`config.mk`:
```
export PLATFORM = sky130hd
export DESIGN_NAME = mfnb_front
export DESIGN_NICKNAME = d
export VERILOG_FILES = /design/src/sv/mfnb_pkg.sv /design/src/sv/mfnb_front.sv
export SDC_FILE = /design/constraint.sdc
export NUM_CORES = 1
export LEC_CHECK = 0
export BUFFER_PORTS_ARGS = -buffer_cell sky130_fd_sc_hd__buf_2
export CAP_MARGIN = 30
export CORE_AREA = 2 2 300 302
export CTS_CLUSTER_DIAMETER = 30
export CTS_CLUSTER_SIZE = 16
export DETAILED_ROUTE_END_ITERATION = 10
export DIE_AREA = 0 0 302 304
export GPL_ROUTABILITY_DRIVEN = 0
export SYNTH_ARGS = -nofsm -noshare
export SYNTH_HDL_FRONTEND = slang
export SYNTH_SLANG_ARGS = --single-unit
```
`constraint.sdc`:
```
create_clock -name clk -period 11.7 [get_ports clk]
set_input_delay 2.34 -clock clk [delete_from_list [all_inputs] [get_ports clk]]
set_output_delay 2.34 -clock clk [all_outputs]
set_load 0.05 [all_outputs]
```
`src/sv/mfnb_pkg.sv`:
```
// Package for the mesh facet normal and bounds unit.
// Holds shared widths, codes, payload structs and magnitude helpers; no dependencies.
package mfnb_pkg;

  localparam int COUNT_BITS = 24;
  localparam int SUM_BITS   = 58;
  localparam int CDEN_BITS  = COUNT_BITS + 2;

  localparam logic [1:0] KIND_VERTEX = 2'd0;
  localparam logic [1:0] KIND_MIN    = 2'd1;
  localparam logic [1:0] KIND_MAX    = 2'd2;
  localparam logic [1:0] KIND_CENTER = 2'd3;

  localparam logic [7:0] CFG_FACET_COUNT    = 8'd0;
  localparam logic [7:0] CFG_NORMAL_EPSILON = 8'd1;

  typedef struct packed {
    logic [2:0][31:0]      nrm;
    logic [2:0][2:0][31:0] vtx;
  } facet_t;

  typedef struct packed {
    logic [1:0]       kind;
    logic [2:0][31:0] pos;
    logic [2:0][15:0] unit;
    logic             last;
  } result_t;

  typedef struct packed {
    logic [COUNT_BITS-1:0] facet_count;
    logic [15:0]           normal_epsilon;
  } cfg_t;

  function automatic logic [31:0] mag32(input logic [31:0] v);
    return v[31] ? (~v + 32'd1) : v;
  endfunction

  function automatic logic [63:0] mag64(input logic [63:0] v);
    return v[63] ? (~v + 64'd1) : v;
  endfunction

endpackage

```
`src/sv/mfnb_front.sv`:
```
// Input queue of the facet unit: two facet entries between the push side and the sequencer.
// Depends on mfnb_pkg.
module mfnb_front import mfnb_pkg::*; (
  input  logic   clk,
  input  logic   rst,
  input  logic   push,
  output logic   full,
  input  facet_t in_facet,
  output logic   facet_valid,
  input  logic   facet_take,
  output facet_t facet
);

  facet_t     entry [2];
  logic       wr_ptr;
  logic       rd_ptr;
  logic [1:0] count;
  logic       do_push;
  logic       do_take;

  assign full        = (count == 2'd2);
  assign facet_valid = (count != 2'd0);
  assign facet       = entry[rd_ptr];
  assign do_push     = push && !full;
  assign do_take     = facet_take && facet_valid;

  always_ff @(posedge clk) begin
    if (rst) begin
      wr_ptr <= 1'b0;
      rd_ptr <= 1'b0;
      count  <= 2'd0;
    end else begin
      if (do_push) wr_ptr <= ~wr_ptr;
      if (do_take) rd_ptr <= ~rd_ptr;
      count <= count + {1'b0, do_push} - {1'b0, do_take};
    end
  end

  always_ff @(posedge clk) begin
    if (do_push) entry[wr_ptr] <= in_facet;
  end

endmodule

```
Word-level counts from Yosys, hierarchy flattened
Memory sizes are Yosys's and may differ from the RTL's. A register that Yosys moved wholly into a read port is not among the register bits.
Cells that the tools add are included.
W data, S select, Z words.
- eq/ne operators: 1
- add/sub/neg operators: 2
- bitwise operators: 2
- reduce and logical (&&, ||, !) cells: 4
- muxes and demuxes: 4
- operator list (cell ; count):
    $mux W1 ; 4
    $add A2 B1 Y2 ; 1
    $eq A2 B2 Y1 const B ; 1
    $logic_and A1 B1 Y1 ; 2
    $not A1 Y1 ; 2
    $reduce_bool A2 Y1 ; 1
    $sub A2 B1 Y2 ; 1
    $logic_not A1 Y1 ; 1
- word-level logic and storage cells: 17
- RAM bits: 768
- output and inout bits: 386
- bits of input ports: 388
- register bits: 4
- memories: 1
- memories (name ; depth ; bits a word ; read ports ; clocked after Yosys merged registers in ; wr ports ; line ; RTL):
    entry ; 2 ; 384 ; 1 ; 1 ; 1 ; mfnb_front.sv:14 ; facet_t entry [2];

Longest topological paths before layout
Gate-level depths: netlist of run 1.
- word-level depth: 5
- mapped depth: 8
- depth with buffers taken out: 8

Worst setup path before layout of run 1
No wires, ideal clock.
- path kind: input to register
- start: input push
- end: memory entry[1][0] (netlist name), enable pin
- setup time: 0.799 ns
- buffers on the path: 0
- cell stages on the path: 1
- setup slack: -0.204 ns
- arrival: 11.105 ns
- required time: 10.901 ns
- cells stage by stage: and3_1
- cells in the longest elaborated chain, start to end: 3
- RTL lines (item ; line ; RTL):
    start, declared ; mfnb_front.sv:6 ; input logic push,
    $logic_and A1 B1 Y1 ; mfnb_front.sv:24 ; assign do_push = push && !full;
    $mux W1 ; mfnb_front.sv:40 ; if (do_push) entry[wr_ptr] <= in_facet;
    $mux W1 (not written as such) ; mfnb_front.sv:40 ;
    end, declared ; mfnb_front.sv:14 ;
Every way passes these cells.

==> results.md, run 1 <==
* RSZ-0062 raised after global routing: no
* Die width at 302 um
* Yosys cell types at 22
* Hold Vio Cnt, Final at 0
* Placed cell count at 3138
* Measured slew at the worst slew-check pin at 1100 ps
* Sequential fraction of the synthesis area at 0.785
* Drt pass-1 iters at 5
* Cell Count, Final, Fillers Out at 3441
* Slowest CP cell: buf_4
* Mux contribution to synthesized area at 0.192
* Outcome: complete, no violations
* Cell Pwr Density at 281 nW/um2
* Fraction of final layout cells sized beyond drive strength 1 at 0.633
* Clock transition at path regs at 40 ps
* Setup crit end kind: output pin
* Clock buffer depth at 3
* Critical path peak fanout at 113
* CTS tree: yes
* Setup violations, final at 0
* Worst-path cell chain: buf_4 > buf_12 > mux2_4 > buf_2
* Die ar. at 91800 um2
* Vias at 15000
* Die Span Y at 304 um
* Syn. warnings at 0
* Top-Level Pins at 774
* Crit Path Category: reg2out
* Min-Delay Path Class: reg2reg
* Most common cell after layout, fill and taps aside: buf_2
* Synthesized-area fraction occupied by adder cells at 0.000848
* Wire per inst at 19.1 um
* # Post-CTS Setup Buffers at 0
* Initial antenna violation count at 28
* Simple-Gate Fraction of Synth Area at 0.00157
* WP data arrival at 3960 ps
* Post-synthesis xor/xnor area fraction at 0.000891
* Via density at 4.35
* CP peak stage delay at 850 ps
* Largest family of logic cells by synthesized area: multiplexers
* Area of the mapped netlist at 29500 um2
* Slew Limit Headroom at 0.268
* Vias in the first global route at 16200
* Critical Path Source Type: flop
* Root Buffer: clkbuf_16
* CP top delay family: buffers and inverters
* TritonCTS buffer count at 154
* Worst Clk Skew at 23.7 ps
* Final-stage net count at 2511
* Clock sink count at 773
* Total track usage at 0.138
* Leakage at 15.7 nW
* Final ANT Viol Nets at 0
* Post-synthesis average cell area at 24.2 um2
* Highest ir drop seen on vdd at 0.225 mV
* Tmin final at 6300 ps
* Initial DRC Count at 874
* H-tree levels at 4
* Register Area at 23200 um2
* WP data required at 9360 ps
* Syn Nets at 1611
* Max-cap violations at 0
* Final Max Slew Viols at 0
* Initial Util at 0.331
* Most frequent cells in the layout: 773 x buf_2, 768 x edfxtp_1, 360 x mux2_4, 156 x clkbuf_16, 28 x bufinv_16
* Largest net degree at the start of global routing at 155
* Core area at 89000 um2
* Filler instances at 7640
* Multi-input logic area at 5800 um2
* Mapped Cells at 1221
* Worst skew pair latency at 730 ps
* Layout area overhead at 35.8%
* Compound-Gate Fraction of Synth Area at 0.000594
* Yosys reg bits at 773
* Cts hold-fix bufs at 0
* Setup TNS at 0 ps
* First-pass GRT wire length at 95200 um
* Grt ovf at 0
* Post-DP HPWL at 43900 um
* Final wirelength at 65700 um
* DRC violations left at 0
* FP Rows at 110
* Port buffer count at 773
* Post_cts resized at 0
* Period utilization at 0.538
* Worst Path Buf+Inv at 3
* Max Fclk at 159 MHz
sequential cells by signal (all words and copies together), names as in the netlist, named ones only:
name,cells
count,2
entry,768
wr_ptr,1
rd_ptr,1
cells by family after synthesis:
family | count (synthesis)
fa+ha+maj | 2
buf+inv | 47
flops | 773
xor+xnor | 3
compound gates | 3
simple gates | 9
mux | 384
layout make-up:
cell class	count	share of cell area
flip-flops and latches	773	0.578
well taps	1176	0.0367
clock inverters	109	0.0370
inverters	4	0.000562
multi-input cells	401	0.145
clock buffers	177	0.0994
repair buffers	787	0.102
diodes	14	0.000875
power by group:
part | switching, mW | internal, mW | total, mW | leakage (nW)
logic | 2.18 | 0.991 | 3.18 | 5.89
clock network | 1.45 | 3.08 | 4.53 | 2.60
registers | 0.0953 | 3.45 | 3.54 | 7.22
path summary, 6_finish.rpt:
| path | startpoint | endpoint | slack (ps) | cells past startpoint |
|---|---|---|---|---|
| setup / recovery | flop | facet[183] | 5400 | 4 |
| hold / removal | wr_ptr$_SDFFE_PP0N_ | wr_ptr$_SDFFE_PP0N_ | 510 | 2 |
| setup reg to reg | count[0]$_SDFF_PP0_ | entry[0][330]$_DFFE_PP_ | 8310 | 7 |
| hold reg to reg | wr_ptr$_SDFFE_PP0N_ | wr_ptr$_SDFFE_PP0N_ | 510 | 2 |
cell usage after synthesis (all sizes together):
cell      n  share of area
inv       4        0.00051
xor2      1        0.00030
nor2      3        0.00038
nand2     1        0.00013
ha        2        0.00085
buf      43          0.018
mux2    384           0.19
edfxtp  768           0.78
dfxtp     5         0.0034
a21oi     1        0.00017
or3       1        0.00021
o21a      1        0.00025
nand2b    1        0.00021
nor2b     1        0.00021
or2       1        0.00021
o21ai     1        0.00017
and3      1        0.00021
xnor2     2        0.00059
tightest hold or removal path: stages (launching register included):
cell and delay, ps:
dfxtp_1 320, o21ai_0 80, a21oi_1 70
per-stage QoR:
stage | util | power (mW) | hold WS [ps] | area, um2 | setup WS [ps]
6_report | 0.450 | 11.2 | 514 | 40100 | 5400
5_1_grt | 0.450 | 11.6 | 533 | 40000 | 5240
4_1_cts | 0.448 | 11.4 | 506 | 39900 | 5350
3_5_place_dp | 0.387 | 6.78 | 500 | 34500 | 6010
3_3_place_gp | 0.387 | 6.75 | 484 | 34500 | 6050
2_1_floorplan | - | 6.29 | 451 | 29500 | 825
per-layer routing:
layer | GRT usage | part of all wire | up-vias
li1 | - | - | 6788
met1 | 0.136 | 0.34 | 7316
met2 | 0.236 | 0.51 | 655
met3 | 0.0773 | 0.12 | 171
met4 | 0.0611 | 0.031 | 22
met5 | 0 | 0.0023 | -
Power figures use the tool's default switching activity.
==> inputs of run 2 (changes only) <==
Clock period 11.7 ns to 5.3 ns, I/O delays scaled along.
==> results.md, run 2 (synthesis results as in run 1) <==
* Outcome: complete, no violations
* Top-Level Pins at 774 (unchanged)
* Slew Limit Headroom at 0.396 (+0.128)
* Wire per inst at 20.0 um (+4.7%)
* Vias in the first global route at 16700 (+3.0%)
* Post-DP HPWL at 48000 um (+9.4%)
* RSZ-0062 raised after global routing: no
* Total track usage at 0.147 (+0.00880)
* Port buffer count at 773 (unchanged)
* Clock sink count at 773 (unchanged)
* Min-Delay Path Class: reg2reg
* First-pass GRT wire length at 100000 um (+5.2%)
* Most common cell after layout, fill and taps aside: buf_2
* Critical Path Source Type: flop
* Final wirelength at 69500 um (+5.7%)
* WHS at 514 ps (-0.183 ps)
* Final-stage net count at 2540 (+1.2%)
* Hold Vio Cnt, Final at 0 (unchanged)
* Die Span Y at 304 um (unchanged)
* FP Rows at 110 (unchanged)
* Worst skew pair latency at 720 ps (about the same)
* Setup TNS at 0 ps (unchanged)
* Max Fclk at 255 MHz
* Final Core Density at 0.453 (+0.00298)
* Worst Clk Skew at 27.5 ps (+3.86 ps)
* Setup crit end kind: output pin
* Clock buffer depth at 3 (unchanged)
* Post_cts resized at 0 (unchanged)
* WP data arrival at 2870 ps (-1090 ps)
* Layout area overhead at 36.7%
* Biggest register: entry
* Setup violations, final at 0 (unchanged)
* Final setup margin at 1370 ps (-4030 ps)
* Initial Util at 0.331 (unchanged)
* Most frequent cells in the layout: 773 x buf_2, 768 x edfxtp_1, 360 x mux2_4, 159 x clkbuf_16, 28 x buf_4
* Largest regs: entry (768), count (2)
* WP data required at 4240 ps (-5120 ps)
* Grt ovf at 0 (unchanged)
* Cts hold-fix bufs at 0 (unchanged)
* # Post-CTS Setup Buffers at 0 (unchanged)
* Critical path peak fanout at 66 (-42%)
* DRC violations left at 0 (unchanged)
* Final ANT Viol Nets at 0 (unchanged)
* Die ar. at 91800 um2 (unchanged)
* Initial DRC Count at 731 (-16%)
* Die width at 302 um (unchanged)
* Initial antenna violation count at 31 (+11%)
* Largest net degree at the start of global routing at 118 (-24%)
* Max-cap violations at 0 (unchanged)
* Period utilization at 0.741
* Core area at 89000 um2 (unchanged)
* Measured slew at the worst slew-check pin at 907 ps (-192 ps)
* Final Max Slew Viols at 0 (unchanged)
* Pre-CTS setup slack at 2050 ps (-3960 ps)
* Drt pass-1 iters at 4 (-1)
* Highest ir drop seen on vdd at 0.448 mV (+99%)
* Leakage at 15.9 nW (+1.3%)
* Via density at 4.36 (+0.32%)
* TritonCTS buffer count at 156 (+1.3%)
* Root Buffer: clkbuf_16
* Largest register FFs at 768 (unchanged)
* Cell Pwr Density at 618 nW/um2 (+120%)
* H-tree levels at 4 (unchanged)
* Tmin final at 3930 ps
* CTS tree: yes
* Vias at 15100 (+1.3%)
* Crit Path Category: reg2out
* Fraction of final layout cells sized beyond drive strength 1 at 0.636 (+0.00356)
* Clock transition at path regs at 50 ps (about the same)
run 2: changes by cell type in the layout (fill, tap and decap cells not counted), sizes merged:
cell	previous run	this run
buf	787	814
clkbuf	177	176
clkinv	50	66
bufinv	28	26
clkinvlp	18	9
diode	14	15
inv	17	19
run 2: stage by stage:
step / total power, mW / cell area [um2] / std cells
floorplan: 13.8 / 29500 / 1221
global placement: 15.0 / 34800 / 3167
detailed placement: 15.1 / 34800 / 3168
CTS: 25.2 / 40300 / 3460
global route: 25.8 / 40300 / 3471
finish: 24.9 / 40300 / 3475
run 2: final timing paths:
check	endpoint	start	cells after the start	slack, ps
max	facet[9]	flop	3	1370
min	wr_ptr$_SDFFE_PP0N_	wr_ptr$_SDFFE_PP0N_	2	510
max reg2reg	entry[0][274]$_DFFE_PP_	count[0]$_SDFF_PP0_	6	2830
min reg2reg	wr_ptr$_SDFFE_PP0N_	wr_ptr$_SDFFE_PP0N_	2	510
run 2: cell type report:
type / instances / area (um2)
Sequential cell: 773 / 23200
Clock inverter: 116 / 1430
Clock buffer: 176 / 4040
Inverter: 4 / 26.3
Antenna cell: 15 / 37.5
Tap cell: 1176 / 1470
Fill cell: 7614 / 48700
Timing Repair Buffer: 814 / 4350
Multi-Input combinational cell: 401 / 5800
run 2: critical path: stages, from the launching register on:
cell     delay (ps)
dfxtp_4         930
buf_12          440
mux2_2          410
buf_2           210
run 2: power by group:
| group | internal, mW | switching, mW | leakage, nW | total [mW] |
|---|---|---|---|---|
| registers | 7.60 | 0.228 | 7.22 | 7.83 |
| clock network | 6.77 | 3.19 | 2.66 | 9.97 |
| logic | 2.23 | 4.87 | 6.04 | 7.10 |
run 2: metal layers:
metal | track usage | wire length, um | vias up
met5 | 0 | 161 | -
met2 | 0.255 | 35400 | 694
met4 | 0.0606 | 1830 | 24
met3 | 0.0758 | 7750 | 148
met1 | 0.148 | 24300 | 7438
li1 | - | - | 6844
==> inputs of run 3 (changes only) <==
Clock period 5.3 ns to 3.26 ns, I/O delays scaled along.
==> results.md, run 3 (synthesis results as in run 1) <==
* Critical Path Source Type: flop
* Die ar. at 91800 um2 (unchanged)
* Critical path peak fanout at 29 (-56%)
* Outcome: complete, no violations
* Worst skew pair latency at 720 ps (about the same)
* Register Area at 23200 um2 (about the same)
* Internal reg-to-reg setup slack at 1060 ps (-1770 ps)
* Tmin final at 3120 ps
* Core area at 89000 um2 (unchanged)
* TritonCTS buffer count at 151 (-3.2%)
* Worst Clk Skew at 25.8 ps (-1.67 ps)
* Total track usage at 0.147 (about the same)
* RSZ-0062 raised after global routing: no
* Multi-input logic area at 5810 um2 (+0.13%)
* Clock buffer depth at 3 (unchanged)
* Min-Delay Path Class: in2reg
* Vias in the first global route at 16600 (-0.48%)
* Crit Path Category: reg2out
* Cell Pwr Density at 989 nW/um2 (+60%)
* FP Rows at 110 (unchanged)
* Wire per inst at 19.9 um (-0.30%)
* Largest register FFs at 768 (unchanged)
* Max Fclk at 321 MHz
* Die width at 302 um (unchanged)
* Final Max Slew Viols at 0 (unchanged)
* Drt pass-1 iters at 4 (unchanged)
* Clock sink count at 773 (unchanged)
* Slew Limit Headroom at 0.523 (+0.127)
* Highest ir drop seen on vdd at 0.695 mV (+55%)
* Layout area overhead at 36.5%
* Largest regs: entry (768), count (2)
* Initial antenna violation count at 32 (+3.2%)
* Setup violations, final at 0 (unchanged)
* CP top delay family: buffers and inverters
* Final-stage net count at 2546 (+0.24%)
* Root Buffer: clkbuf_16
* Cell Count, Final, Fillers Out at 3470 (-0.14%)
* WP data required at 2610 ps (-1630 ps)
* Worst Path Buf+Inv at 3 (+1)
* Slowest CP cell: dfxtp_4
* Setup TNS at 0 ps (unchanged)
* Worst-path cell chain: buf_12 > buf_4 > mux2_2 > buf_2
* Clock transition at path regs at 50 ps (about the same)
* Period utilization at 0.956
* CP peak stage delay at 600 ps (-330 ps)
* Fin area at 40300 um2 (-0.16%)
* Final wirelength at 69100 um (-0.44%)
* Initial Util at 0.331 (unchanged)
* Max-cap violations at 0 (unchanged)
* Post-DP HPWL at 48300 um (+0.62%)
* Filler instances at 7619 (+0.066%)
* Vias at 15100 (-0.46%)
* DP Area at 35000 um2 (+0.63%)
* Die Span Y at 304 um (unchanged)
* Setup crit end kind: output pin
* Initial DRC Count at 685 (-6.3%)
* Top-Level Pins at 774 (unchanged)
* Via density at 4.35 (-0.31%)
* Grt ovf at 0 (unchanged)
* First-pass GRT wire length at 100000 um (-0.13%)
* Measured slew at the worst slew-check pin at 716 ps (-191 ps)
* H-tree levels at 4 (unchanged)
* Placed cell count at 3179 (+0.35%)
* Hold Vio Cnt, Final at 0 (unchanged)
* Cts hold-fix bufs at 0 (unchanged)
* DRC violations left at 0 (unchanged)
* Biggest register: entry
* Final ANT Viol Nets at 0 (unchanged)
* Port buffer count at 773 (unchanged)
* WP data arrival at 2460 ps (-410 ps)
* Leakage at 15.8 nW (-0.65%)
* Fraction of final layout cells sized beyond drive strength 1 at 0.637 (+0.000798)
* # Post-CTS Setup Buffers at 0 (unchanged)
* Post_cts resized at 0 (unchanged)
* Most frequent cells in the layout: 773 x buf_2, 768 x edfxtp_1, 360 x mux2_4, 154 x clkbuf_16, 28 x buf_4
* Most common cell after layout, fill and taps aside: buf_2
* Largest net degree at the start of global routing at 99 (-16%)
* CTS tree: yes
[run 3: changes by cell type in the layout (fill, tap and decap cells not counted), moves of 4 or more]
cell        previous run  this run
clkinv_8               1         5
clkinv_1              26        21
clkbuf_16            159       154
clkinv_2              24        18
clkbuf_1              17        21
clkinv_4              13         5
bufinv_16             26        21
clkinvlp_4             9        19
buf_12                12        24
[run 3: worst paths after layout]
kind | cells past startpoint | start | endpoint
worst max-delay path | 4 | flop | facet[7]
worst min-delay path | 1 | in_facet[260] | entry[0][260]$_DFFE_PP_
worst max register to register | 6 | count[0]$_SDFF_PP0_ | entry[0][361]$_DFFE_PP_
worst min register to register | 2 | wr_ptr$_SDFFE_PP0N_ | wr_ptr$_SDFFE_PP0N_
[run 3: cell type report]
cell class,count,area share
clock inverters,100,0.0311
repair buffers,825,0.113
well taps,1176,0.0366
diodes,16,0.000995
clock buffers,175,0.0977
inverters,4,0.000559
multi-input cells,401,0.144
flip-flops and latches,773,0.576
[run 3: routing by layer]
metal	track usage	part of all wire	vias up
li1	-	-	6839
met5	0	0.0027	-
met1	0.147	0.35	7381
met4	0.0667	0.027	26
met3	0.0789	0.12	146
met2	0.251	0.50	687
[run 3: where the power goes]
part	switching, mW	internal, mW
logic	7.98	3.78
clock network	5.06	10.3
registers	0.326	12.4
total	13.4	26.5
[run 3: through the flow]
stage | utilization | hold WS [ps] | total power [mW] | setup slack, ps
global route | 0.452 | 53.4 | 41.2 | 12.3
floorplan | - | 456 | 22.5 | -3730
CTS | 0.452 | 29.5 | 40.3 | 48.4
detailed placement | 0.393 | 506 | 24.7 | 855
global placement | 0.393 | 492 | 24.6 | 877
finish | 0.452 | 112 | 39.8 | 144
