<file path="src/sv/mfnb_pkg.sv">
// Package for the mesh facet normal and bounds unit.
// Holds shared widths, codes, payload structs and magnitude helpers; no dependencies.
package mfnb_pkg;

  localparam int COUNT_BITS = 24;
  localparam int SUM_BITS   = 58;
  localparam int CDEN_BITS  = COUNT_BITS + 2;

  localparam logic [1:0] KIND_VERTEX = 2'd0;
  localparam logic [1:0] KIND_MIN    = 2'd1;
  localparam logic [1:0] KIND_MAX    = 2'd2;
  localparam logic [1:0] KIND_CENTER = 2'd3;

  localparam logic [7:0] CFG_FACET_COUNT    = 8'd0;
  localparam logic [7:0] CFG_NORMAL_EPSILON = 8'd1;

  typedef struct packed {
    logic [2:0][31:0]      nrm;
    logic [2:0][2:0][31:0] vtx;
  } facet_t;

  typedef struct packed {
    logic [1:0]       kind;
    logic [2:0][31:0] pos;
    logic [2:0][15:0] unit;
    logic             last;
  } result_t;

  typedef struct packed {
    logic [COUNT_BITS-1:0] facet_count;
    logic [15:0]           normal_epsilon;
  } cfg_t;

  function automatic logic [31:0] mag32(input logic [31:0] v);
    return v[31] ? (~v + 32'd1) : v;
  endfunction

  function automatic logic [63:0] mag64(input logic [63:0] v);
    return v[63] ? (~v + 64'd1) : v;
  endfunction

endpackage

</file>
<file path="src/sv/mfnb_outq.sv">
// Result queue of the facet unit: four result entries ahead of the pop side.
// Depends on mfnb_pkg.
module mfnb_outq import mfnb_pkg::*; (
  input  logic    clk,
  input  logic    rst,
  input  logic    push,
  input  result_t in_res,
  output logic    full,
  output logic    empty,
  input  logic    pop,
  output result_t res
);

  result_t    entry [4];
  logic [1:0] wr_ptr;
  logic [1:0] rd_ptr;
  logic [2:0] count;
  logic       do_push;
  logic       do_pop;

  assign full    = (count == 3'd4);
  assign empty   = (count == 3'd0);
  assign res     = entry[rd_ptr];
  assign do_push = push && !full;
  assign do_pop  = pop && !empty;

  always_ff @(posedge clk) begin
    if (rst) begin
      wr_ptr <= 2'd0;
      rd_ptr <= 2'd0;
      count  <= 3'd0;
    end else begin
      if (do_push) wr_ptr <= wr_ptr + 2'd1;
      if (do_pop)  rd_ptr <= rd_ptr + 2'd1;
      count <= count + {2'b0, do_push} - {2'b0, do_pop};
    end
  end

  always_ff @(posedge clk) begin
    if (do_push) entry[wr_ptr] <= in_res;
  end

endmodule

</file>
<file path="config.mk">
export PLATFORM = sky130hd
export DESIGN_NAME = mfnb_outq
export DESIGN_NICKNAME = d
export VERILOG_FILES = /design/src/sv/mfnb_pkg.sv /design/src/sv/mfnb_outq.sv
export SDC_FILE = /design/constraint.sdc
export NUM_CORES = 1
export LEC_CHECK = 0
export BUFFER_PORTS_ARGS = -buffer_cell sky130_fd_sc_hd__buf_4
export CAP_MARGIN = 20
export CORE_AREA = 2 2 199 201
export CTS_CLUSTER_SIZE = 30
export DETAILED_ROUTE_END_ITERATION = 8
export DIE_AREA = 0 0 201 203
export PLACE_DENSITY = 0.79
export SYNTH_ARGS = -nofsm -noshare
export SYNTH_HDL_FRONTEND = slang
export SYNTH_SLANG_ARGS = --single-unit
</file>
<file path="constraint.sdc">
create_clock -name clk -period 5.9 [get_ports clk]
set_clock_uncertainty 0.1 [all_clocks]
set_input_delay 1.18 -clock clk [delete_from_list [all_inputs] [get_ports clk]]
set_output_delay 1.18 -clock clk [all_outputs]
set_load 0.02 [all_outputs]
</file>
# Word level (Yosys, flattened, before mapping)
# Memories as Yosys holds them, arrays and structs flattened. A register that Yosys moved wholly into a read port is not among the register bits.
# Cells that the tools add are included.
# totals
regBits	7
latchBits	0
ramBits	588
rom_bits	0
inputBits	151
n_memories	1
# memory_table
memory	words	width	read_ports	rd_clocked_by_memory_dff	wr	line	source
entry	4	147	1	1	1	mfnb_outq.sv:14	result_t entry [4];
# classes
addsub	4
multipliers	0
n_div	0
magnitude_cmp	0
eq_ne	1
n_shift	0
muxes	4
bitwise	0
reduce_logical	5
# ops
op	count
adder 2 x 1 -> 2 bit (second input constant)	2
2-to-1 mux 2 bit	2
adder 3 x 1 -> 3 bit	1
== test 3 bit (second input constant)	1
zero test 3 bit	1
subtractor 3 x 1 -> 3 bit	1
logical AND 1 bit	2
zero test 1 bit	2
2-to-1 mux 1 bit	2

# Longest topological paths before layout
# Gate-level depths: netlist (run 1).
# depth
depth_word	5
ltp_mapped	10

# Worst setup path before layout (run 1)
# OpenSTA, ideal clock, no wires.
# synth_path
path_type	input port to flip-flop
from	in push
to	mem entry[2][0] in the netlist's numbering, enable pin
arrival_time_ns	4.874
required_ns	5.276
path_slack_ns	0.402
stages	3
n_path_buf	0
cell_sequence	inv_1 nor2_1 and2_1
# synth_between
elab_chain_cells	3
# synth_lines
item	line	source
start, declared	mfnb_outq.sv:6	input logic push,
logical AND 1 bit	mfnb_outq.sv:24	assign do_push = push && !full;
2-to-1 mux 1 bit	mfnb_outq.sv:40	if (do_push) entry[wr_ptr] <= in_res;
2-to-1 mux 1 bit (not written as such)	mfnb_outq.sv:40	
end, declared	mfnb_outq.sv:14	
# Every way passes these cells.

==> flow_metrics.env, run 1 <==
export IMPL_pin_count=300
export IMPL_pre_cts_ws_ns=2.389
export IMPL_grt_antenna_before_repair=3
export IMPL_worst_slack_ns=1.891
export IMPL_slew_headroom_pct=32.51
export IMPL_synth_area_per_cell_um2=26.65
export IMPL_cts_tree="built"
export IMPL_post_cts_setup_buffer_count=0
export IMPL_peakVddDrop_v=0.0003192
export IMPL_startpoint_type="flop"
export IMPL_maxSlewViolCount=0
export IMPL_grt_max_degree=73
export IMPL_setup_viol=0
export IMPL_grtUsageTotal_pct=20.43
export IMPL_crit_path_end_kind="output port"
export IMPL_synth_largest_area_cell="edfxtp_1"
export IMPL_clk_pin_slew_worst_paths_ns=0.06
export IMPL_path_max_fanout=65
export IMPL_io_buffers=299
export IMPL_clock_latency_ns=0.59
export IMPL_critical_path_class="flop to output port"
export IMPL_ant_nets=0
export IMPL_ff_latch_area_mm2=0.01784
export IMPL_layout_min_cycle_time_ns=4.009
export IMPL_tns_ns=0
export IMPL_seq_area_frac_synth_pct=81.72
export IMPL_die_area_mm2=0.04080
export IMPL_yosysUniqueCellTypes=26
export IMPL_firstDrtPassIters=5
export IMPL_cts_hold_repair_buffers=0
export IMPL_first_iter_violations=558
export IMPL_die_w_um=201
export IMPL_reg2reg_from="count[1]"
export IMPL_ys_flop_type="edfxtp_1"
export IMPL_synth_top_area_share_pct=80.90
export IMPL_place_gp_congestion=0.7135
export IMPL_grt_ovfl_total=0
export IMPL_mostFrequentLayoutCells="edfxtp_1 (588), buf_4 (305), mux4_2 (147), clkbuf_16 (58), clkbuf_1 (18)"
export IMPL_synth_seq_cells=597
export IMPL_hold_viol=0
export IMPL_synthArstFlopShare_pct=0
export IMPL_netlist_area_mm2=0.02183
export IMPL_max_cap_violations=0
export IMPL_cts_root_buf="clkbuf_16"
export IMPL_drt_drc_violations_left=0
export IMPL_cts_sinks=597
export IMPL_cts_made_buffers=56
export IMPL_cp_data_arrival_time_ns=2.73
export IMPL_fmax_mhz=249.4
export IMPL_vias=9681
export IMPL_tightestPinTransition_ns=1.012
export IMPL_initial_core_util_pct=56.74
export IMPL_powerDensity_mw_per_mm2=440.3
export IMPL_cts_path_max_buffers=3
export IMPL_reg2reg_slack_ns=3.19
export IMPL_layout_drive_gt1_share_pct=44.82
export IMPL_fp_dieH_um=203
export IMPL_post_dp_hpwl_mm=24.32
export IMPL_routed_via_density=5.638
export IMPL_finalCritPeriodShare_pct=67.96
export IMPL_syn2layout_area_growth_pct=20.28
export IMPL_hold_path_class="flop to flop"
export IMPL_wl_per_cell_um=23.86
export IMPL_synthTopCellsByArea="edfxtp_1 (81%), mux4_2 (15%), buf_12 (1.3%), dfxtp_1 (0.83%), ha_1 (0.34%)"
export IMPL_core_mm2=0.03847
export IMPL_cp_required_ns=4.62
export IMPL_synthCells=819
export IMPL_ctsResizeCount=0
export IMPL_hold_start="rd_ptr[1]"
export IMPL_synth_edff_count=588
export IMPL_h_tree_depth=2
export IMPL_syn_nets=977
export IMPL_first_global_vias=10190
export IMPL_rows=72
export IMPL_final_common_cell="edfxtp_1"
export IMPL_status="completed"
export IMPL_leakage_uw=0.008743
export IMPL_grt_pass1_wl_mm=61.89
export IMPL_fillers=2337
export IMPL_num_nets_final=1313
export IMPL_rsz0062_at_grt="no"
export IMPL_routed_wl_mm=40.97
export IMPL_multiInputGateArea_mm2=0.003573
export IMPL_synth_warnings=0
-- path summary, 6_finish.rpt --
kind	endpoint	cells after the start
setup / recovery	res[126]	3
hold / removal	flop	2
setup reg to reg	entry[2][86]	4
hold reg to reg	flop	2
-- power breakdown --
part           total, uW  switching, uW  internal, uW
registers           5270            175          5100
logic               2930           1550          1380
clock network       3350           1420          1940
total              11600           3140          8420
-- registers in the layout (all words and copies together) (netlist names), named ones only --
register	cells
entry	588
count	3
rd_ptr	2
wr_ptr	2
-- final cells by class --
cell class                      instances  area share (%)
Sequential cell                       597           67.98
Multi-Input combinational cell        180           13.61
Timing Repair Buffer                  312           9.256
Clock buffer                           81           6.048
Tap cell                              518           2.469
Clock inverter                         18          0.4957
Inverter                                8          0.1144
Antenna cell                            3         0.02860
-- routing by layer --
layer,share of wire (%),global-route usage [%],routed length (um),vias to the layer above
met5,0,0,0,-
met4,2.8,7.910,1145,0
met1,38,26.63,15710,5043
met3,8.3,5.441,3403,73
met2,51,33.45,20710,352
li1,-,-,-,4213
-- cell usage after synthesis (2+ instances only) --
cell and number:
edfxtp_1 588, mux4_2 147, buf_12 14, buf_2 14, dfxtp_1 9, inv_1 8
ha_1 6, and2_1 4, nor2_1 4, clkbuf_1 3, a21oi_1 2, nand2b_1 2
nor2b_1 2, o21ai_0 2, or3_1 2, xnor2_1 2
-- kinds of logic after synthesis --
logic type	after synthesis	synth area share, %
DFF	597	81.72
and+or+nand+nor	17	0.4299
buffers and inverters	42	1.949
xor gates and xnor gates	3	0.1204
AOI/OAI and AO/OA	5	0.1261
adders and majority gates	7	0.4357
muxes	148	15.21
-- through the flow --
step | hold WS [ns] | power [uW] | cells | utilization [%] | instance area [um^2]
2_1_floorplan | 0.3591 | 7351 | 819 | - | 21830
3_3_place_gp | 0.3612 | 8274 | 1615 | 63.76 | 24530
3_5_place_dp | 0.3796 | 8340 | 1615 | 63.76 | 24530
4_1_cts | 0.3886 | 11720 | 1714 | 68.22 | 26240
5_1_grt | 0.4208 | 12000 | 1716 | 68.24 | 26250
6_report | 0.3867 | 11560 | 1717 | 68.24 | 26250
-- critical path, cell delays in order, from the launching register on --
cell     delay (ns)
dfxtp_4        0.79
buf_12         0.51
mux4_2         0.59
buf_4          0.18
(Power assumes the default switching activity.)
==> run 2: changes to the inputs <==
--- a/config.mk
+++ b/config.mk
@@ -5,13 +5,14 @@
 export SDC_FILE = /design/constraint.sdc
 export NUM_CORES = 1
 export LEC_CHECK = 0
+export ABC_AREA = 1
 export BUFFER_PORTS_ARGS = -buffer_cell sky130_fd_sc_hd__buf_4
 export CAP_MARGIN = 20
-export CORE_AREA = 2 2 199 201
+export CORE_AREA = 2 2 213 215
 export CTS_CLUSTER_SIZE = 30
 export DETAILED_ROUTE_END_ITERATION = 8
-export DIE_AREA = 0 0 201 203
-export PLACE_DENSITY = 0.79
+export DIE_AREA = 0 0 215 217
+export PLACE_DENSITY = 0.75
 export SYNTH_ARGS = -nofsm -noshare
 export SYNTH_HDL_FRONTEND = slang
 export SYNTH_SLANG_ARGS = --single-unit
==> constraint.sdc (replaced) <==
create_clock -name clk -period 3.6 [get_ports clk]
set_clock_uncertainty 0.1 [all_clocks]
set_input_delay 0.72 -clock clk [delete_from_list [all_inputs] [get_ports clk]]
set_output_delay 0.72 -clock clk [all_outputs]
set_load 0.02 [all_outputs]
==> flow_metrics.env, run 2 <==
export IMPL_cp_required_ns=2.78
export IMPL_grt_max_degree=120
export IMPL_synth_seq_cells=597
export IMPL_cts_made_buffers=58
export IMPL_crit_path_end_kind="output port"
export IMPL_clock_latency_ns=0.59
export IMPL_seq_area_frac_synth_pct=78.08
export IMPL_ys_flop_type="edfxtp_1"
export IMPL_maxSlewViolCount=0
export IMPL_leakage_uw=0.009548
export IMPL_layout_min_cycle_time_ns=3.410
export IMPL_post_cts_setup_buffer_count=0
export IMPL_cts_path_max_buffers=3
export IMPL_drt_drc_violations_left=0
export IMPL_startpoint_type="flop"
export IMPL_grt_pass1_wl_mm=74.89
export IMPL_yosysUniqueCellTypes=22
export IMPL_worst_path_buf_inv=3
export IMPL_layout_drive_gt1_share_pct=29.64
export IMPL_vias=13510
export IMPL_firstDrtPassIters=5
export IMPL_die_w_um=215
export IMPL_fp_dieH_um=217
export IMPL_powerDensity_mw_per_mm2=733.0
export IMPL_rsz0062_at_grt="no"
export IMPL_synthArstFlopShare_pct=0
export IMPL_p_sw_share_pct=31.27
export IMPL_fmax_mhz=293.2
export IMPL_netlist_area_mm2=0.02284
export IMPL_pre_cts_ws_ns=0.8388
export IMPL_synthCells=1490
export IMPL_post_dp_hpwl_mm=27.43
export IMPL_worst_slack_ns=0.1896
export IMPL_slowest_stage="dfxtp_4"
export IMPL_cts_tree="built"
export IMPL_p_clk_share_pct=29.7
export IMPL_synth_largest_area_cell="edfxtp_1"
export IMPL_largest_register="entry"
export IMPL_hold_viol=0
export IMPL_synth_top_area_share_pct=77.29
export IMPL_initial_core_util_pct=51.11
export IMPL_grtUsageTotal_pct=20.69
export IMPL_cp_top_family="buffers and inverters"
export IMPL_synthTopCellsByArea="edfxtp_1 (77%), nor2_1 (4.1%), o21ai_0 (3.9%), o22ai_2 (3.3%), o21ai_1 (2.6%)"
export IMPL_synth_area_per_cell_um2=15.33
export IMPL_path_max_fanout=68
export IMPL_max_cap_violations=0
export IMPL_largest_reg_flops=588
export IMPL_place_gp_congestion=0.7815
export IMPL_first_iter_violations=916
export IMPL_syn2layout_area_growth_pct=20.58
export IMPL_critical_path_class="flop to output port"
export IMPL_slew_headroom_pct=41.32
export IMPL_tightestPinTransition_ns=0.8801
export IMPL_core_mm2=0.04470
export IMPL_critPathMostFrequentCell="buf_4"
export IMPL_first_global_vias=13620
export IMPL_dpl_cell_count=2322
export IMPL_h_tree_depth=2
export IMPL_rows=78
export IMPL_pwr_share_seq_pct=43.1
export IMPL_switchingPower_uw=6315
export IMPL_yosysMostFrequentCell="edfxtp_1"
export IMPL_critPathMaxStageDelay_ns=0.59
export IMPL_cts_sinks=597
export IMPL_grt_antenna_before_repair=3
export IMPL_synth_edff_count=588
export IMPL_path_cells="inv_4 > buf_4 > o21ai_1 > o22ai_2 > buf_4"
export IMPL_grt_ovfl_total=0
export IMPL_routed_via_density=5.552
export IMPL_hold_start="rst"
export IMPL_io_buffers=299
export IMPL_ant_nets=0
export IMPL_clk_pin_slew_worst_paths_ns=0.06
export IMPL_ctsResizeCount=0
export IMPL_stdcell_count=2434
export IMPL_routed_wl_mm=49.05
export IMPL_pwr_share_comb_pct=27.3
export IMPL_tns_ns=0
export IMPL_syn_nets=1648
export IMPL_wl_per_cell_um=20.15
export IMPL_p_int_uw=13880
export IMPL_reg2reg_from="count[1]"
export IMPL_synth_warnings=0
export IMPL_cts_root_buf="clkbuf_16"
export IMPL_final_common_cell="edfxtp_1"
export IMPL_num_nets_final=1940
export IMPL_peakVddDrop_v=0.0005266
export IMPL_pin_count=300
export IMPL_cp_data_arrival_time_ns=2.59
export IMPL_status="completed"
export IMPL_cts_hold_repair_buffers=0
export IMPL_synthTopCellsByCount="edfxtp_1 (588), nor2_1 (248), o21ai_0 (177), o21ai_1 (117), o22ai_1 (87)"
export IMPL_die_area_mm2=0.04666
export IMPL_largest_registers="entry x588, count x3"
export IMPL_mostFrequentLayoutCells="edfxtp_1 (588), buf_4 (312), nor2_1 (244), o21ai_0 (177), o21ai_1 (117)"
export IMPL_hold_path_class="input port to flop"
export IMPL_setup_viol=0
export IMPL_finalCritPeriodShare_pct=94.73
[run 2: cell count changes after synthesis, sizes merged, moves of 3 or more]
cell    change
o22ai     +147
nor2      +304
and2        -4
inv        +12
mux4      -147
nand3       +4
nand2      +11
buf        +28
o21ai     +292
a21oi       +3
clkbuf     +34
[run 2: layout make-up]
type                    instances  area, um^2
flip-flops and latches        597       17840
fillers                      3277       17150
inverters                      20       85.08
diodes                          2       5.005
clock inverters                44       420.4
repair buffers                328        2663
clock buffers                  66        1481
well taps                     600       750.7
multi-input cells             777        4295
[run 2: per-layer routing]
metal | vias to the layer above | track usage [%] | routed length, um
met5 | - | 0 | 9
li1 | 6226 | - | -
met4 | 2 | 7.264 | 1101
met2 | 451 | 34.98 | 24650
met1 | 6755 | 25.65 | 19420
met3 | 80 | 6.010 | 3863
[run 2: cells by family (layout without fill, tap and decap cells)]
logic type | Yosys count | after routing | synth area share, %
other | 0 | 2 | 0
DFF | 597 | 597 | 78.08
buffers and inverters | 116 | 458 | 3.281
and+or+nand+nor | 324 | 324 | 6.003
adders and majority gates | 7 | 7 | 0.4163
AOI/OAI and AO/OA | 446 | 446 | 12.22
[run 2: worst paths after layout]
path	end	slack, ns	cells after the start
min	count[0]	0.20	2
max reg2reg	entry[0][128]	1.48	5
min reg2reg	flop	0.40	2
max	res[115]	0.19	5
[run 2: worst register-to-register path, stage by stage (launching register included)]
cell	delay, ns
dfxtp_1	0.34
nor2_1	0.07
nand2_1	0.20
nand2_4	0.15
nor2_4	0.38
buf_4	0.50
[run 2: per-stage QoR]
step	hold WS, ns	area, um^2	util (%)	total power [uW]
2_1_floorplan	0.3481	22880	-	12280
4_1_cts	0.1600	27540	61.61	20350
3_5_place_dp	0.3833	25640	57.36	14370
6_report	0.2039	27550	61.63	20190
5_1_grt	0.1764	27540	61.62	21010
3_3_place_gp	0.3629	25640	57.36	14240
[run 2: power groups by stage]
stage	Clock (uW)	Combinational, uW	Sequential (uW)
6_report	5990	5500	8700
5_1_grt	6370	5890	8760
4_1_cts	6100	5540	8710
3_5_place_dp	0	5520	8850
3_3_place_gp	0	5420	8820
2_1_floorplan	0	3490	8790
==> run 3: changes to the inputs <==
--- a/config.mk
+++ b/config.mk
@@ -8,11 +8,12 @@
 export ABC_AREA = 1
 export BUFFER_PORTS_ARGS = -buffer_cell sky130_fd_sc_hd__buf_4
 export CAP_MARGIN = 20
-export CORE_AREA = 2 2 213 215
+export CORE_AREA = 2 2 195 197
 export CTS_CLUSTER_SIZE = 30
 export DETAILED_ROUTE_END_ITERATION = 8
-export DIE_AREA = 0 0 215 217
-export PLACE_DENSITY = 0.75
+export DIE_AREA = 0 0 197 199
+export GPL_TIMING_DRIVEN = 0
+export PLACE_DENSITY = 0.84
 export SYNTH_ARGS = -nofsm -noshare
 export SYNTH_HDL_FRONTEND = slang
 export SYNTH_SLANG_ARGS = --single-unit
==> constraint.sdc (replaced) <==
create_clock -name clk -period 4.11 [get_ports clk]
set_clock_uncertainty 0.1 [all_clocks]
set_input_delay 0.822 -clock clk [delete_from_list [all_inputs] [get_ports clk]]
set_output_delay 0.822 -clock clk [all_outputs]
set_load 0.02 [all_outputs]
==> flow_metrics.env, run 3 (synthesis gave the netlist of run 2 again) <==
export IMPL_status="completed"
export IMPL_crit_path_end_kind="output port"
export IMPL_cp_data_arrival_time_ns=2.54
export IMPL_hold_viol=0
export IMPL_slew_headroom_pct=38.84
export IMPL_largest_registers="entry x588, count x3"
export IMPL_routed_via_density=5.987
export IMPL_wl_per_cell_um=23.25
export IMPL_pin_count=300
export IMPL_grt_pass1_wl_mm=81.25
export IMPL_first_iter_violations=1249
export IMPL_cts_root_buf="clkbuf_16"
export IMPL_firstDrtPassIters=5
export IMPL_syn2layout_area_growth_pct=22.32
export IMPL_path_max_fanout=10
export IMPL_cp_required_ns=3.19
export IMPL_top_layer_used="met5"
export IMPL_leakage_uw=0.009838
export IMPL_clock_latency_ns=0.60
export IMPL_dr_wl_met2_mm=29.05
export IMPL_grt_ovfl_total=0
export IMPL_grt_max_degree=31
export IMPL_mostFrequentLayoutCells="edfxtp_1 (588), buf_4 (308), nor2_1 (244), o21ai_0 (177), o21ai_1 (117)"
export IMPL_startpoint_type="flop"
export IMPL_layout_min_cycle_time_ns=3.464
export IMPL_max_cap_violations=0
export IMPL_cts_path_max_buffers=3
export IMPL_routed_wl_mm=55.40
export IMPL_hold_path_depth=2
export IMPL_fp_dieH_um=199
export IMPL_peakVddDrop_v=0.0006017
export IMPL_fmax_mhz=288.7
export IMPL_n_antenna_cell=0
export IMPL_hold_start="rst"
export IMPL_largest_register="entry"
export IMPL_rows=71
export IMPL_cts_sinks=597
export IMPL_dr_wl_met3_mm=5.583
export IMPL_pre_cts_ws_ns=0.9281
export IMPL_powerDensity_mw_per_mm2=646.8
export IMPL_final_common_cell="edfxtp_1"
export IMPL_ant_nets=0
export IMPL_post_dp_hpwl_mm=34.39
export IMPL_io_buffers=299
export IMPL_die_area_mm2=0.03920
export IMPL_cts_tree="built"
export IMPL_cts_hold_repair_buffers=0
export IMPL_die_w_um=197
export IMPL_final_core_util_pct=75.25
export IMPL_drt_met1_wl_mm=19.31
export IMPL_first_global_vias=14630
export IMPL_r2r_cells=7
export IMPL_hold_path_class="input port to flop"
export IMPL_h_tree_depth=2
export IMPL_post_cts_setup_buffer_count=0
export IMPL_layout_drive_gt1_share_pct=30.59
export IMPL_initial_core_util_pct=61.52
export IMPL_finalCritPeriodShare_pct=84.29
export IMPL_place_gp_congestion=0.7933
export IMPL_rsz0062_at_grt="no"
export IMPL_drt_drc_violations_left=0
export IMPL_setup_viol=0
export IMPL_ctsResizeCount=0
export IMPL_clk_pin_slew_worst_paths_ns=0.07
export IMPL_vias=14270
export IMPL_grtUsageTotal_pct=28.04
export IMPL_reg2reg_slack_ns=1.21
export IMPL_tightestPinTransition_ns=0.9153
export IMPL_grt_antenna_before_repair=1
export IMPL_worst_slack_ns=0.6456
export IMPL_maxSlewViolCount=0
export IMPL_reg2reg_from="count[1]"
export IMPL_critical_path_class="flop to output port"
export IMPL_core_mm2=0.03713
export IMPL_largest_reg_flops=588
export IMPL_num_nets_final=2024
export IMPL_cts_made_buffers=55
## run 3: cell types whose count changed in the layout (fill, tap and decap cells not counted), moves of 3 or more
cell	before	now
buf_12	16	24
buf_16	0	3
buf_2	0	26
buf_4	312	308
buf_6	0	16
clkbuf_1	8	48
clkbuf_8	0	3
clkinv_1	16	9
clkinvlp_4	6	3
## run 3: final timing paths
check	endpoint
worst max-delay path	res[109]
worst min-delay path	count[0]
worst max register to register	entry[0][86]
worst min register to register	rd_ptr[0]
## run 3: area by class of cell
cell class	count	area (um^2)
multi-input cells	777	4288
plain buffers	96	671.9
inverters	20	77.57
well taps	474	593.1
flip-flops and latches	597	17840
clock inverters	29	299.0
fillers	2125	9190
repair buffers	319	2668
clock buffers	71	1509
## run 3: worst max-delay path: stages (launching register included)
cell,delay [ns]
dfxtp_1,0.62
buf_6,0.28
clkbuf_1,0.40
o21ai_0,0.21
o22ai_2,0.23
buf_4,0.18
## run 3: metrics by stage
step                cell area (um^2)  std cells  power (uW)  hold slack (ns)  TNS (ns)
floorplan                      22850       1490       10790           0.3481   -733.49
global placement               25690       2263       12890           0.3633  -2383.47
detailed placement             26140       2283       13040           0.3765         0
CTS                            27940       2383       18130           0.2557         0
global route                   27940       2383       18700           0.2742         0
finish                         27940       2383       18070           0.2879         0
## run 3: metal layers
layer	track usage, %	vias up
met3	6.816	96
li1	-	6384
met4	9.385	2
met2	50.36	693
met1	33.33	7091
met5	0	-
## run 3: power by group
part	total, uW	internal [uW]	switching [uW]
Clock	5110	2960	2150
Combinational	5380	1970	3420
Sequential	7580	7400	180
Total	18100	12300	5740
